--- config.mk ---
export PLATFORM = sky130hd
export DESIGN_NAME = dram_output_current_calibrator_top
export DESIGN_NICKNAME = d
export VERILOG_FILES = /design/src/rtl/docc_pkg.sv /design/src/rtl/dram_output_current_calibrator_top.sv /design/src/rtl/docc_front.sv /design/src/rtl/docc_fifo.sv /design/src/rtl/docc_back.sv
export VERILOG_INCLUDE_DIRS = /design/src /design/src/rtl
export SDC_FILE = /design/constraint.sdc
export NUM_CORES = 1
export LEC_CHECK = 0
export BUFFER_PORTS_ARGS = -buffer_cell sky130_fd_sc_hd__buf_2
export CAP_MARGIN = 5
export CORE_MARGIN = 3
export CORE_UTILIZATION = 55
export CTS_CLUSTER_DIAMETER = 120
export DETAILED_ROUTE_END_ITERATION = 10
export MAX_ROUTING_LAYER = met4
export PLACE_DENSITY = 0.76
export SKIP_LAST_GASP = 1
export SYNTH_ARGS = -nofsm -noshare
export SYNTH_HDL_FRONTEND = slang
export SYNTH_SLANG_ARGS = --single-unit
--- constraint.sdc ---
create_clock -name clk_i -period 6.7 [get_ports clk_i]
set_input_delay 1.34 -clock clk_i [delete_from_list [all_inputs] [get_ports clk_i]]
set_output_delay 1.34 -clock clk_i [all_outputs]
set_load 0.05 [all_outputs]
--- src/rtl/assert_macros.svh ---
// ----------------------------------------------------------------------------
// assert_macros
// concurrent assertion helpers shared by the rtl files
// ----------------------------------------------------------------------------
`ifndef ASSERT_MACROS_SVH
`define ASSERT_MACROS_SVH

`ifndef ASSERT_OFF
`define ASSERT_CLK(lbl, clk, rst_n, prop) \
  lbl: assert property (@(posedge clk) disable iff (!rst_n) (prop)) \
    else $error("concurrent assertion failed");
`define ASSERT_NEVER(lbl, clk, rst_n, prop) \
  lbl: assert property (@(posedge clk) disable iff (!rst_n) !(prop)) \
    else $error("forbidden condition seen");
`else
`define ASSERT_CLK(lbl, clk, rst_n, prop)
`define ASSERT_NEVER(lbl, clk, rst_n, prop)
`endif

`endif

--- src/rtl/docc_pkg.sv ---
// ----------------------------------------------------------------------------
// docc_pkg
// shared types, constants and helpers of the output current calibrator
// ----------------------------------------------------------------------------
`timescale 1ns / 1ps

package docc_pkg;

  localparam int unsigned SAMPLES_PER_LEVEL_DEF = 10;
  localparam int unsigned QUEUE_DEPTH_DEF       = 2;

  localparam logic [1:0] FUNC_START    = 2'd0;
  localparam logic [1:0] FUNC_SAMPLE   = 2'd1;
  localparam logic [1:0] FUNC_READBACK = 2'd2;

  localparam int unsigned CODE_W = 6;
  localparam int unsigned ONES_W = 4;
  localparam int unsigned SMP_W  = 4;
  localparam int unsigned BITS_W = 7;
  localparam int unsigned WT_W   = 14;
  localparam int unsigned NUM_W  = 18;
  localparam int unsigned TGT_W  = 8;
  localparam int unsigned ERR_W  = 8;

  localparam logic [CODE_W-1:0] LEVEL_MAX = 6'd63;

  typedef enum logic [1:0] {
    CMD_START,
    CMD_SAMPLE,
    CMD_READBACK,
    CMD_NONE
  } docc_cmd_e;

  typedef struct packed {
    docc_cmd_e          kind;
    logic [ONES_W-1:0]  ones;
    logic [CODE_W-1:0]  rb;
  } docc_item_t;

  function automatic logic [ONES_W-1:0] ones_in_byte(input logic [7:0] b);
    logic [ONES_W-1:0] n;
    n = '0;
    for (int i = 0; i < 8; i++) begin
      n = n + ONES_W'(b[i]);
    end
    return n;
  endfunction

  function automatic logic [CODE_W-1:0] extract_current(input logic [31:0] v);
    return {v[15], v[23], v[31], v[14], v[22], v[30]};
  endfunction

  function automatic logic [31:0] make_mode_word(input logic [CODE_W-1:0] code,
                                                 input logic auto_mode);
    logic [CODE_W-1:0] c;
    logic [31:0]       w;
    c     = code ^ LEVEL_MAX;
    w     = 32'h0000_0046;
    w[7]  = auto_mode;
    w[30] = c[0];
    w[22] = c[1];
    w[14] = c[2];
    w[31] = c[3];
    w[23] = c[4];
    w[15] = c[5];
    return w;
  endfunction

endpackage

--- src/rtl/dram_output_current_calibrator_top.sv ---
// ----------------------------------------------------------------------------
// dram_output_current_calibrator_top
// result path: front hold register, request queue, output register
// closing manual sample: target numerator, reciprocal multiply for the
// division (skipped on failure), then first auto-mode word or failure
// throughput: one transaction per cycle unless output or sweep stalls
// reset: rst_ni clears the sweep state to idle with all codes at zero
// ----------------------------------------------------------------------------
`timescale 1ns / 1ps

module dram_output_current_calibrator_top #(
  parameter int unsigned SAMPLES_PER_LEVEL = docc_pkg::SAMPLES_PER_LEVEL_DEF,
  parameter int unsigned QUEUE_DEPTH       = docc_pkg::QUEUE_DEPTH_DEF
) (
  input  logic        clk_i,
  input  logic        rst_ni,
  input  logic        s_axis_tvalid,
  output logic        s_axis_tready,
  input  logic [39:0] s_axis_tdata,   // sample_byte, readback_word
  input  logic [1:0]  s_axis_tuser,   // func
  output logic        m_axis_tvalid,
  input  logic        m_axis_tready,
  output logic [39:0] m_axis_tdata,   // mode_word, current_code
  output logic [2:0]  m_axis_tuser    // apply, done_res, failed
);

  logic                 push_valid, push_ready;
  docc_pkg::docc_item_t push_item;
  logic                 q_valid, q_pop;
  docc_pkg::docc_item_t q_item;

  docc_front u_front (
    .clk_i         (clk_i),
    .rst_ni        (rst_ni),
    .s_axis_tvalid (s_axis_tvalid),
    .s_axis_tready (s_axis_tready),
    .s_axis_tdata  (s_axis_tdata),
    .s_axis_tuser  (s_axis_tuser),
    .push_valid_o  (push_valid),
    .push_ready_i  (push_ready),
    .push_item_o   (push_item)
  );

  docc_fifo #(
    .DEPTH (QUEUE_DEPTH)
  ) u_fifo (
    .clk_i      (clk_i),
    .rst_ni     (rst_ni),
    .wr_valid_i (push_valid),
    .wr_ready_o (push_ready),
    .wr_item_i  (push_item),
    .rd_valid_o (q_valid),
    .rd_pop_i   (q_pop),
    .rd_item_o  (q_item)
  );

  docc_back #(
    .SAMPLES_PER_LEVEL (SAMPLES_PER_LEVEL)
  ) u_back (
    .clk_i         (clk_i),
    .rst_ni        (rst_ni),
    .item_valid_i  (q_valid),
    .item_pop_o    (q_pop),
    .item_i        (q_item),
    .m_axis_tvalid (m_axis_tvalid),
    .m_axis_tready (m_axis_tready),
    .m_axis_tdata  (m_axis_tdata),
    .m_axis_tuser  (m_axis_tuser)
  );

endmodule

--- src/rtl/docc_front.sv ---
// ----------------------------------------------------------------------------
// docc_front
// input stage: takes a transaction, decodes the request and its payload
// ----------------------------------------------------------------------------
`timescale 1ns / 1ps

module docc_front (
  input  logic                  clk_i,
  input  logic                  rst_ni,
  input  logic                  s_axis_tvalid,
  output logic                  s_axis_tready,
  input  logic [39:0]           s_axis_tdata,
  input  logic [1:0]            s_axis_tuser,
  output logic                  push_valid_o,
  input  logic                  push_ready_i,
  output docc_pkg::docc_item_t  push_item_o
);

  logic                 hold_valid_q, hold_valid_d;
  docc_pkg::docc_item_t hold_item_q, item_d;
  logic                 take;

  assign s_axis_tready = !hold_valid_q || push_ready_i;
  assign take          = s_axis_tvalid && s_axis_tready;
  assign push_valid_o  = hold_valid_q;
  assign push_item_o   = hold_item_q;

  always_comb begin
    item_d.ones = docc_pkg::ones_in_byte(s_axis_tdata[7:0]);
    item_d.rb   = docc_pkg::extract_current(s_axis_tdata[39:8]);
    case (s_axis_tuser)
      docc_pkg::FUNC_START:    item_d.kind = docc_pkg::CMD_START;
      docc_pkg::FUNC_SAMPLE:   item_d.kind = docc_pkg::CMD_SAMPLE;
      docc_pkg::FUNC_READBACK: item_d.kind = docc_pkg::CMD_READBACK;
      default:                 item_d.kind = docc_pkg::CMD_NONE;
    endcase
  end

  always_comb begin
    hold_valid_d = hold_valid_q;
    if (take) begin
      hold_valid_d = 1'b1;
    end else if (push_ready_i) begin
      hold_valid_d = 1'b0;
    end
  end

  always_ff @(posedge clk_i or negedge rst_ni) begin
    if (!rst_ni) begin
      hold_valid_q <= 1'b0;
    end else begin
      hold_valid_q <= hold_valid_d;
    end
  end

  always_ff @(posedge clk_i) begin
    if (take) begin
      hold_item_q <= item_d;
    end
  end

endmodule

--- src/rtl/docc_fifo.sv ---
// ----------------------------------------------------------------------------
// docc_fifo
// short request queue between the decode stage and the sweep engine
// ----------------------------------------------------------------------------
`timescale 1ns / 1ps
`include "assert_macros.svh"

module docc_fifo #(
  parameter int unsigned DEPTH = docc_pkg::QUEUE_DEPTH_DEF
) (
  input  logic                  clk_i,
  input  logic                  rst_ni,
  input  logic                  wr_valid_i,
  output logic                  wr_ready_o,
  input  docc_pkg::docc_item_t  wr_item_i,
  output logic                  rd_valid_o,
  input  logic                  rd_pop_i,
  output docc_pkg::docc_item_t  rd_item_o
);

  localparam int unsigned PTR_W = (DEPTH > 1) ? $clog2(DEPTH) : 1;
  localparam int unsigned CNT_W = $clog2(DEPTH + 1);
  localparam logic [PTR_W-1:0] PTR_LAST = PTR_W'(DEPTH - 1);
  localparam logic [CNT_W-1:0] CNT_FULL = CNT_W'(DEPTH);

  docc_pkg::docc_item_t mem_q [DEPTH];
  logic [PTR_W-1:0]     wp_q, wp_d, rp_q, rp_d;
  logic [CNT_W-1:0]     cnt_q, cnt_d;
  logic                 wr_en, rd_en;

  assign wr_ready_o = (cnt_q != CNT_FULL);
  assign rd_valid_o = (cnt_q != '0);
  assign wr_en      = wr_valid_i && wr_ready_o;
  assign rd_en      = rd_pop_i && rd_valid_o;
  assign rd_item_o  = mem_q[rp_q];

  always_comb begin
    wp_d  = wp_q;
    rp_d  = rp_q;
    cnt_d = cnt_q;
    if (wr_en) begin
      wp_d = (wp_q == PTR_LAST) ? '0 : wp_q + 1'b1;
    end
    if (rd_en) begin
      rp_d = (rp_q == PTR_LAST) ? '0 : rp_q + 1'b1;
    end
    if (wr_en && !rd_en) begin
      cnt_d = cnt_q + 1'b1;
    end else if (rd_en && !wr_en) begin
      cnt_d = cnt_q - 1'b1;
    end
  end

  always_ff @(posedge clk_i or negedge rst_ni) begin
    if (!rst_ni) begin
      wp_q  <= '0;
      rp_q  <= '0;
      cnt_q <= '0;
    end else begin
      wp_q  <= wp_d;
      rp_q  <= rp_d;
      cnt_q <= cnt_d;
    end
  end

  always_ff @(posedge clk_i) begin
    if (wr_en) begin
      mem_q[wp_q] <= wr_item_i;
    end
  end

  `ASSERT_CLK(a_cnt_bound, clk_i, rst_ni, cnt_q <= CNT_FULL)
  `ASSERT_CLK(a_empty_ptr, clk_i, rst_ni, (cnt_q == '0) |-> (wp_q == rp_q))

endmodule

--- src/rtl/docc_back.sv ---
// ----------------------------------------------------------------------------
// docc_back
// sweep engine: manual accuracy sweep, target division, auto code search
// ----------------------------------------------------------------------------
`timescale 1ns / 1ps
`include "assert_macros.svh"

module docc_back #(
  parameter int unsigned SAMPLES_PER_LEVEL = docc_pkg::SAMPLES_PER_LEVEL_DEF
) (
  input  logic                  clk_i,
  input  logic                  rst_ni,
  input  logic                  item_valid_i,
  output logic                  item_pop_o,
  input  docc_pkg::docc_item_t  item_i,
  output logic                  m_axis_tvalid,
  input  logic                  m_axis_tready,
  output logic [39:0]           m_axis_tdata,
  output logic [2:0]            m_axis_tuser
);

  localparam int unsigned CODE_W = docc_pkg::CODE_W;
  localparam int unsigned BITS_W = docc_pkg::BITS_W;
  localparam int unsigned WT_W   = docc_pkg::WT_W;
  localparam int unsigned NUM_W  = docc_pkg::NUM_W;
  localparam int unsigned TGT_W  = docc_pkg::TGT_W;
  localparam int unsigned ERR_W  = docc_pkg::ERR_W;
  localparam int unsigned SMP_W  = docc_pkg::SMP_W;
  localparam int unsigned RCP_SH = 27;
  localparam int unsigned RCP_W  = 22;

  localparam logic [SMP_W-1:0]  SPL       = SMP_W'(SAMPLES_PER_LEVEL);
  localparam logic [BITS_W-1:0] FULL      = BITS_W'(8 * SAMPLES_PER_LEVEL);
  localparam logic [NUM_W-1:0]  BIAS      = NUM_W'(20 * SAMPLES_PER_LEVEL);
  localparam logic [NUM_W-1:0]  DEN       = NUM_W'(40 * SAMPLES_PER_LEVEL);
  // ceil(2^RCP_SH / den), exact for every numerator the sweep can produce
  localparam logic [RCP_W-1:0]  RCP       =
    RCP_W'(((1 << RCP_SH) + 40 * SAMPLES_PER_LEVEL - 1) / (40 * SAMPLES_PER_LEVEL));

  localparam logic [1:0] PH_IDLE   = 2'd0;
  localparam logic [1:0] PH_MANUAL = 2'd1;
  localparam logic [1:0] PH_AUTO   = 2'd2;

  localparam logic [1:0] BK_RUN = 2'd0;
  localparam logic [1:0] BK_NUM = 2'd1;
  localparam logic [1:0] BK_DIV = 2'd2;
  localparam logic [1:0] BK_FIN = 2'd3;

  logic [1:0]              st_q, st_d;
  logic [1:0]              phase_q, phase_d;
  logic [CODE_W-1:0]       level_q, level_d;
  logic [SMP_W-1:0]        smp_q, smp_d;
  logic [BITS_W-1:0]       lb_q, lb_d;
  logic [BITS_W-1:0]       prev_q, prev_d;
  logic signed [WT_W-1:0]  wt_q, wt_d;
  logic [TGT_W-1:0]        tgt_q, tgt_d;
  logic [ERR_W-1:0]        lerr_q, lerr_d;
  logic [CODE_W-1:0]       best_q, best_d;
  logic                    fail_q, fail_d;
  logic [NUM_W-1:0]        num_q, num_d;
  logic [TGT_W-1:0]        quo_q, quo_d;

  logic                    out_valid_q;
  logic [31:0]             out_word_q, res_word;
  logic [CODE_W-1:0]       out_code_q, res_code;
  logic                    out_apply_q, res_apply;
  logic                    out_done_q, res_done;
  logic                    out_fail_q, res_fail;
  logic                    out_free, load;

  logic [BITS_W-1:0]       lb_new;
  logic [SMP_W-1:0]        smp_new;
  logic signed [BITS_W:0]  bits_diff;
  logic signed [WT_W-1:0]  prod;
  logic signed [WT_W-1:0]  wt_new;
  logic [CODE_W-1:0]       level_inc;
  logic signed [NUM_W-1:0] wt_ext, num;
  logic [NUM_W+RCP_W-1:0]  quo_full;
  logic signed [TGT_W+1:0] rb_diff;
  logic [ERR_W-1:0]        err;
  logic                    upd;
  logic [CODE_W-1:0]       best_new;

  assign out_free      = !out_valid_q || m_axis_tready;
  assign m_axis_tvalid = out_valid_q;
  assign m_axis_tdata  = {2'b00, out_code_q, out_word_q};
  assign m_axis_tuser  = {out_fail_q, out_done_q, out_apply_q};

  always_comb begin
    lb_new    = lb_q + BITS_W'(item_i.ones);
    smp_new   = smp_q + 1'b1;
    bits_diff = $signed({1'b0, lb_new}) - $signed({1'b0, prev_q});
    prod      = WT_W'(bits_diff) * WT_W'($signed({1'b0, level_q}));
    wt_new    = wt_q + prod;
    level_inc = level_q + 1'b1;
    wt_ext    = NUM_W'(wt_q);
    num       = (wt_ext <<< 3) + (wt_ext <<< 1) + wt_ext + $signed(BIAS);
    quo_full  = num_q * RCP;
    rb_diff   = $signed({2'b00, TGT_W'(item_i.rb)}) - $signed({2'b00, tgt_q});
    err       = rb_diff[TGT_W+1] ? ERR_W'(-rb_diff) : ERR_W'(rb_diff);
    upd       = (level_q == '0) || (err < lerr_q);
    best_new  = upd ? level_q : best_q;
  end

  always_comb begin
    st_d      = st_q;
    phase_d   = phase_q;
    level_d   = level_q;
    smp_d     = smp_q;
    lb_d      = lb_q;
    prev_d    = prev_q;
    wt_d      = wt_q;
    tgt_d     = tgt_q;
    lerr_d    = lerr_q;
    best_d    = best_q;
    fail_d    = fail_q;
    num_d     = num_q;
    quo_d     = quo_q;
    item_pop_o = 1'b0;
    load      = 1'b0;
    res_word  = '0;
    res_apply = 1'b0;
    res_done  = 1'b0;
    res_fail  = 1'b0;
    res_code  = level_q;
    case (st_q)
      BK_RUN: begin
        if (item_valid_i && out_free) begin
          item_pop_o = 1'b1;
          load       = 1'b1;
          case (item_i.kind)
            docc_pkg::CMD_START: begin
              phase_d   = PH_MANUAL;
              level_d   = '0;
              smp_d     = '0;
              lb_d      = '0;
              prev_d    = '0;
              wt_d      = '0;
              tgt_d     = '0;
              lerr_d    = '0;
              best_d    = '0;
              res_word  = docc_pkg::make_mode_word('0, 1'b0);
              res_apply = 1'b1;
              res_code  = '0;
            end
            docc_pkg::CMD_SAMPLE: begin
              if (phase_q == PH_MANUAL) begin
                lb_d  = lb_new;
                smp_d = smp_new;
                if (smp_new < SPL) begin
                  res_word = docc_pkg::make_mode_word(level_q, 1'b0);
                end else begin
                  wt_d  = wt_new;
                  smp_d = '0;
                  lb_d  = '0;
                  if (lb_new < FULL && level_q != docc_pkg::LEVEL_MAX) begin
                    prev_d    = lb_new;
                    level_d   = level_inc;
                    res_word  = docc_pkg::make_mode_word(level_inc, 1'b0);
                    res_apply = 1'b1;
                    res_code  = level_inc;
                  end else begin
                    level_d = '0;
                    load    = 1'b0;
                    st_d    = BK_NUM;
                  end
                end
              end
            end
            docc_pkg::CMD_READBACK: begin
              if (phase_q == PH_AUTO) begin
                lerr_d    = upd ? err : lerr_q;
                best_d    = best_new;
                res_apply = 1'b1;
                if (TGT_W'(item_i.rb) > tgt_q || level_q == docc_pkg::LEVEL_MAX) begin
                  phase_d  = PH_IDLE;
                  res_word = docc_pkg::make_mode_word(best_new, 1'b1);
                  res_done = 1'b1;
                  res_code = best_new;
                end else begin
                  level_d  = level_inc;
                  res_word = docc_pkg::make_mode_word(level_inc, 1'b1);
                  res_code = level_inc;
                end
              end
            end
            default: begin
              res_code = level_q;
            end
          endcase
        end
      end
      BK_NUM: begin
        fail_d = (num < $signed(DEN));
        num_d  = num;
        st_d   = (num < $signed(DEN)) ? BK_FIN : BK_DIV;
      end
      BK_DIV: begin
        // reciprocal multiply stands in for the division by den
        quo_d = quo_full[RCP_SH +: TGT_W];
        st_d  = BK_FIN;
      end
      BK_FIN: begin
        if (out_free) begin
          load = 1'b1;
          st_d = BK_RUN;
          if (fail_q) begin
            tgt_d    = '0;
            phase_d  = PH_IDLE;
            res_done = 1'b1;
            res_fail = 1'b1;
            res_code = '0;
          end else begin
            tgt_d     = quo_q;
            lerr_d    = '0;
            best_d    = '0;
            phase_d   = PH_AUTO;
            res_word  = docc_pkg::make_mode_word('0, 1'b1);
            res_apply = 1'b1;
            res_code  = '0;
          end
        end
      end
      default: begin
        st_d = BK_RUN;
      end
    endcase
  end

  always_ff @(posedge clk_i or negedge rst_ni) begin
    if (!rst_ni) begin
      st_q        <= BK_RUN;
      phase_q     <= PH_IDLE;
      level_q     <= '0;
      smp_q       <= '0;
      lb_q        <= '0;
      prev_q      <= '0;
      wt_q        <= '0;
      tgt_q       <= '0;
      lerr_q      <= '0;
      best_q      <= '0;
      fail_q      <= 1'b0;
      out_valid_q <= 1'b0;
    end else begin
      st_q    <= st_d;
      phase_q <= phase_d;
      level_q <= level_d;
      smp_q   <= smp_d;
      lb_q    <= lb_d;
      prev_q  <= prev_d;
      wt_q    <= wt_d;
      tgt_q   <= tgt_d;
      lerr_q  <= lerr_d;
      best_q  <= best_d;
      fail_q  <= fail_d;
      if (load) begin
        out_valid_q <= 1'b1;
      end else if (m_axis_tready) begin
        out_valid_q <= 1'b0;
      end
    end
  end

  always_ff @(posedge clk_i) begin
    num_q <= num_d;
    quo_q <= quo_d;
    if (load) begin
      out_word_q  <= res_word;
      out_code_q  <= res_code;
      out_apply_q <= res_apply;
      out_done_q  <= res_done;
      out_fail_q  <= res_fail;
    end
  end

  `ASSERT_CLK(a_div_manual, clk_i, rst_ni, (st_q != BK_RUN) |-> (phase_q == PH_MANUAL))
  `ASSERT_NEVER(a_pop_busy, clk_i, rst_ni, item_pop_o && (st_q != BK_RUN))
  `ASSERT_CLK(a_done_idle, clk_i, rst_ni, (load && res_done) |=> (phase_q == PH_IDLE))

endmodule
==> metrics.txt <==
combinational family with the most area after synthesis=adder cells; Post-Synth XOR/XNOR Area=between 3 and 4%; crit-path most repeated cell=fa_1; Clock Pin Slew Worst Setup and Hold Paths=roughly 0.070 ns; Clk network pwr share=approximately 17%; Synth Register Bits=150; IO Count=91; simple-gate portion of the synthesized area=9.454%; Die Ht=between 150 and 200 µm; switching pwr=between 2 and 3 mW; maxcap violations=0; Max stage delay on crit path=roughly 0.60 ns; CTS max path bufs=2; grt total ovfl=0; vias per cell=5.650; Post-DRT Antenna Nets=0; Crit Path Class=reg -> reg; drt drc=0; maximum clock rate=between 150 and 200 MHz; most frequent cells in the layout=inv_1 (348), ha_1 (238), fa_1 (178); pre-CTS setup slack=-0.1536 ns; RSZ-0062 raised after global routing=true; Total Routing Usage GR=about a quarter; Worst Setup End Kind=register; row count=between 60 and 70; Die Width=182.1 µm; run status=finished clean; Distinct cells, synth=77; PwrDens=roughly 320 nW/µm²; Die Area=~33000 µm²; post-route cell area=18770 µm²; Iteration-0 DRC Markers=815; post-route setup TNS=0 ns; sequential area share after synthesis=24.32%; Net Sw Frac=about 45%; Synth Area in Adders=approximately 39%; ant diodes=0; Inserted Clock Buffers=17; Cells after DPL=between 2000 and 2500; Slew headroom=approximately 32%; H-tree Lvls=4; synthesized area per cell=approximately 10 µm²; Ys Warns=0; synthesized netlist cell count=1701; core outline area=30110 µm²; Post-Syn Area=17060 µm²; fin crit share=between 90 and 100%; critical path startpoint category=register; clk sink count=150; layout cells sized above 1=11.25%; worst setup margin=roughly 0.095 ns; ys async rst share=a little under half; Detailed Route WL=38.58 mm; Final Critical Period=approximately 6.6 ns; Worst Path Arrival=6.96 ns; Slew @ Worst Pin=1.010 ns; Clock Skew=approximately 0.011 ns; WL per Instance=~18 µm; initial antenna violation count=0; Hold Crit Class=reg -> reg; CP Data Required Time=7.05 ns; Int Pwr=roughly 3.3 mW; Combinational Power Share=61.1%; peak supply drop=0.3137 mV; dpl hpwl=~30 mm; Layout area overhead=10.05%; final setup fails=0; mux contribution to synthesized area=around 1.6%; number of port buffers=40; final hold vios=0; Final Util=62.35%; largest net degree at the start of global routing=72; hold bufs inserted after CTS=0; clk root buf=clkbuf_16; Max Slew Vio Count=0; post-synthesis compound-gate area fraction=12.04%; Layout Cells excl Fill=2168; commonest non-fill, non-tap cell in the layout=inv_1; clk_lat worst skew=0.43 ns; Flop pwr share=22.1%; first-pass GRT wire length=62.80 mm; CTS tree=yes; vias in the first global route=approximately 13000; DP Area=17720 µm²; CP max-delay cell=fa_1; vias=about 12000; Post-synth EDFFs=about 80; Main synth FF type=edfxtp_1; initial core utilization=between 50% and 60%; Leakage=around 9.1 nW; Net count, final=2239; worst-path fanout max=7; first-pass iteration count of the detailed router=5; gpl congestion=0.9850
==> power by group through the flow <==
stage               logic (mW)  registers [mW]  clock network, mW
floorplan                 2.11            1.42                  0
global placement          3.07            1.32                  0
detailed placement        3.15            1.33                  0
CTS                       3.27            1.32               1.02
global route              4.01            1.34               1.06
finish                    3.65            1.32               1.01
==> worst max-delay path, delay by kind of cell, from the launching register on <==
family | cells | cell delay, ns
adders and majority gates | 8 | 3.30
DFF | 1 | 0.44
xor gates and xnor gates | 1 | 0.11
and+or+nand+nor | 4 | 0.82
AOI/OAI and AO/OA | 5 | 0.90
muxes | 2 | 0.61
buffers and inverters | 5 | 0.36
==> path summary, 6_finish.rpt <==
path	from	end	slack, ns	cells after the start
setup / recovery	u_fifo.rp_q	u_back.wt_q[12]	0.1	25
hold / removal	u_front.push_item_o[5]	u_fifo.mem_q[0][5]	0.45	0
setup reg to reg	u_fifo.rp_q	u_back.wt_q[12]	0.1	25
hold reg to reg	u_front.push_item_o[5]	u_fifo.mem_q[0][5]	0.45	0
max in group asynchronous	rst_ni	u_back.wt_q[3]	4.95	1
min in group asynchronous	rst_ni	u_back.lerr_q[0]	1.04	1
==> routing by layer <==
metal	track usage [%]	up-vias	share of wire [%]
li1	-	5738	-
met1	32.14	6088	44
met2	39.18	345	49
met3	3.608	78	4.5
met4	6.673	0	2.5
met5	-	-	0
==> cell usage after synthesis, drive strengths merged (4+ instances only) <==
master	number	share of area [%]
edfxtp	79	14
or4	5	0.22
a31oi	15	0.55
fa	181	21
nand3	22	0.65
nor2	55	1.2
nand3b	6	0.26
and3	12	0.50
o31ai	4	0.18
a21o	19	0.84
a21oi	55	1.7
inv	353	7.8
nor4	5	0.31
or3	8	0.29
and2	30	1.1
nand4	6	0.22
dfrtp	71	10
o311ai	4	0.25
nor3	22	0.67
o21ai	63	1.8
buf	36	1.6
o2111ai	8	0.41
ha	247	18
o221ai	5	0.26
xor2	13	0.67
xnor2	48	2.5
o22ai	7	0.26
o21a	13	0.57
or2	7	0.26
a211oi	9	0.43
nor2b	14	0.51
mux2i	10	0.59
clkbuf	33	0.73
nand2b	19	0.70
o211ai	8	0.35
a22o	39	2.0
nand2	100	2.2
mux2	15	0.99
o21bai	9	0.40
==> registers in the layout (all words and copies together), names as in the netlist, 6 cells and up <==
signal               flops
u_fifo.mem_q            24
u_back.quo_q             8
u_back.out_code_q        6
u_back.wt_q             14
u_back.lerr_q            8
u_back.tgt_q             8
u_back.best_q            6
u_back.num_q            18
u_back.level_q           6
u_back.out_word_q        8
u_back.prev_q            7
u_back.lb_q              7
u_front.push_item_o     12
==> cell type report <==
class                           instances  area [µm²]
Clock buffer                           18       429.2
Clock inverter                         14       182.7
Fill cell                            2385       11340
Inverter                              354        1329
Multi-Input combinational cell       1151       11590
Sequential cell                       150        4149
Tap cell                              390       488.0
Timing Repair Buffer                   91       604.3
==> cell families (layout without fill, tap and decap cells) <==
| family | count (synthesis) | in the layout |
|---|---|---|
| AO/OA/AOI/OAI | 295 | 295 |
| XOR/XNOR | 61 | 61 |
| adder cells (fa/ha/maj) | 428 | 428 |
| buffers and inverters | 423 | 477 |
| flip-flops | 150 | 150 |
| multiplexers | 25 | 25 |
| other | 1 | 24 |
| AND/OR/NAND/NOR | 318 | 318 |
==> repair_timing <==
item,CTS,global route
buffers inserted,2,12
pin swaps,7,37
gates resized for setup,20,44
endpoints found under the setup margin,2,5
==> stage by stage <==
step	hold WS, ns	total power [mW]
after global routing	0.4628	6.412
final	0.4538	5.983
after detailed placement	0.4353	4.480
after global placement	0.4244	4.388
after floorplan	0.4215	3.526
after CTS	0.4501	5.609
(Power assumes the default switching activity.)
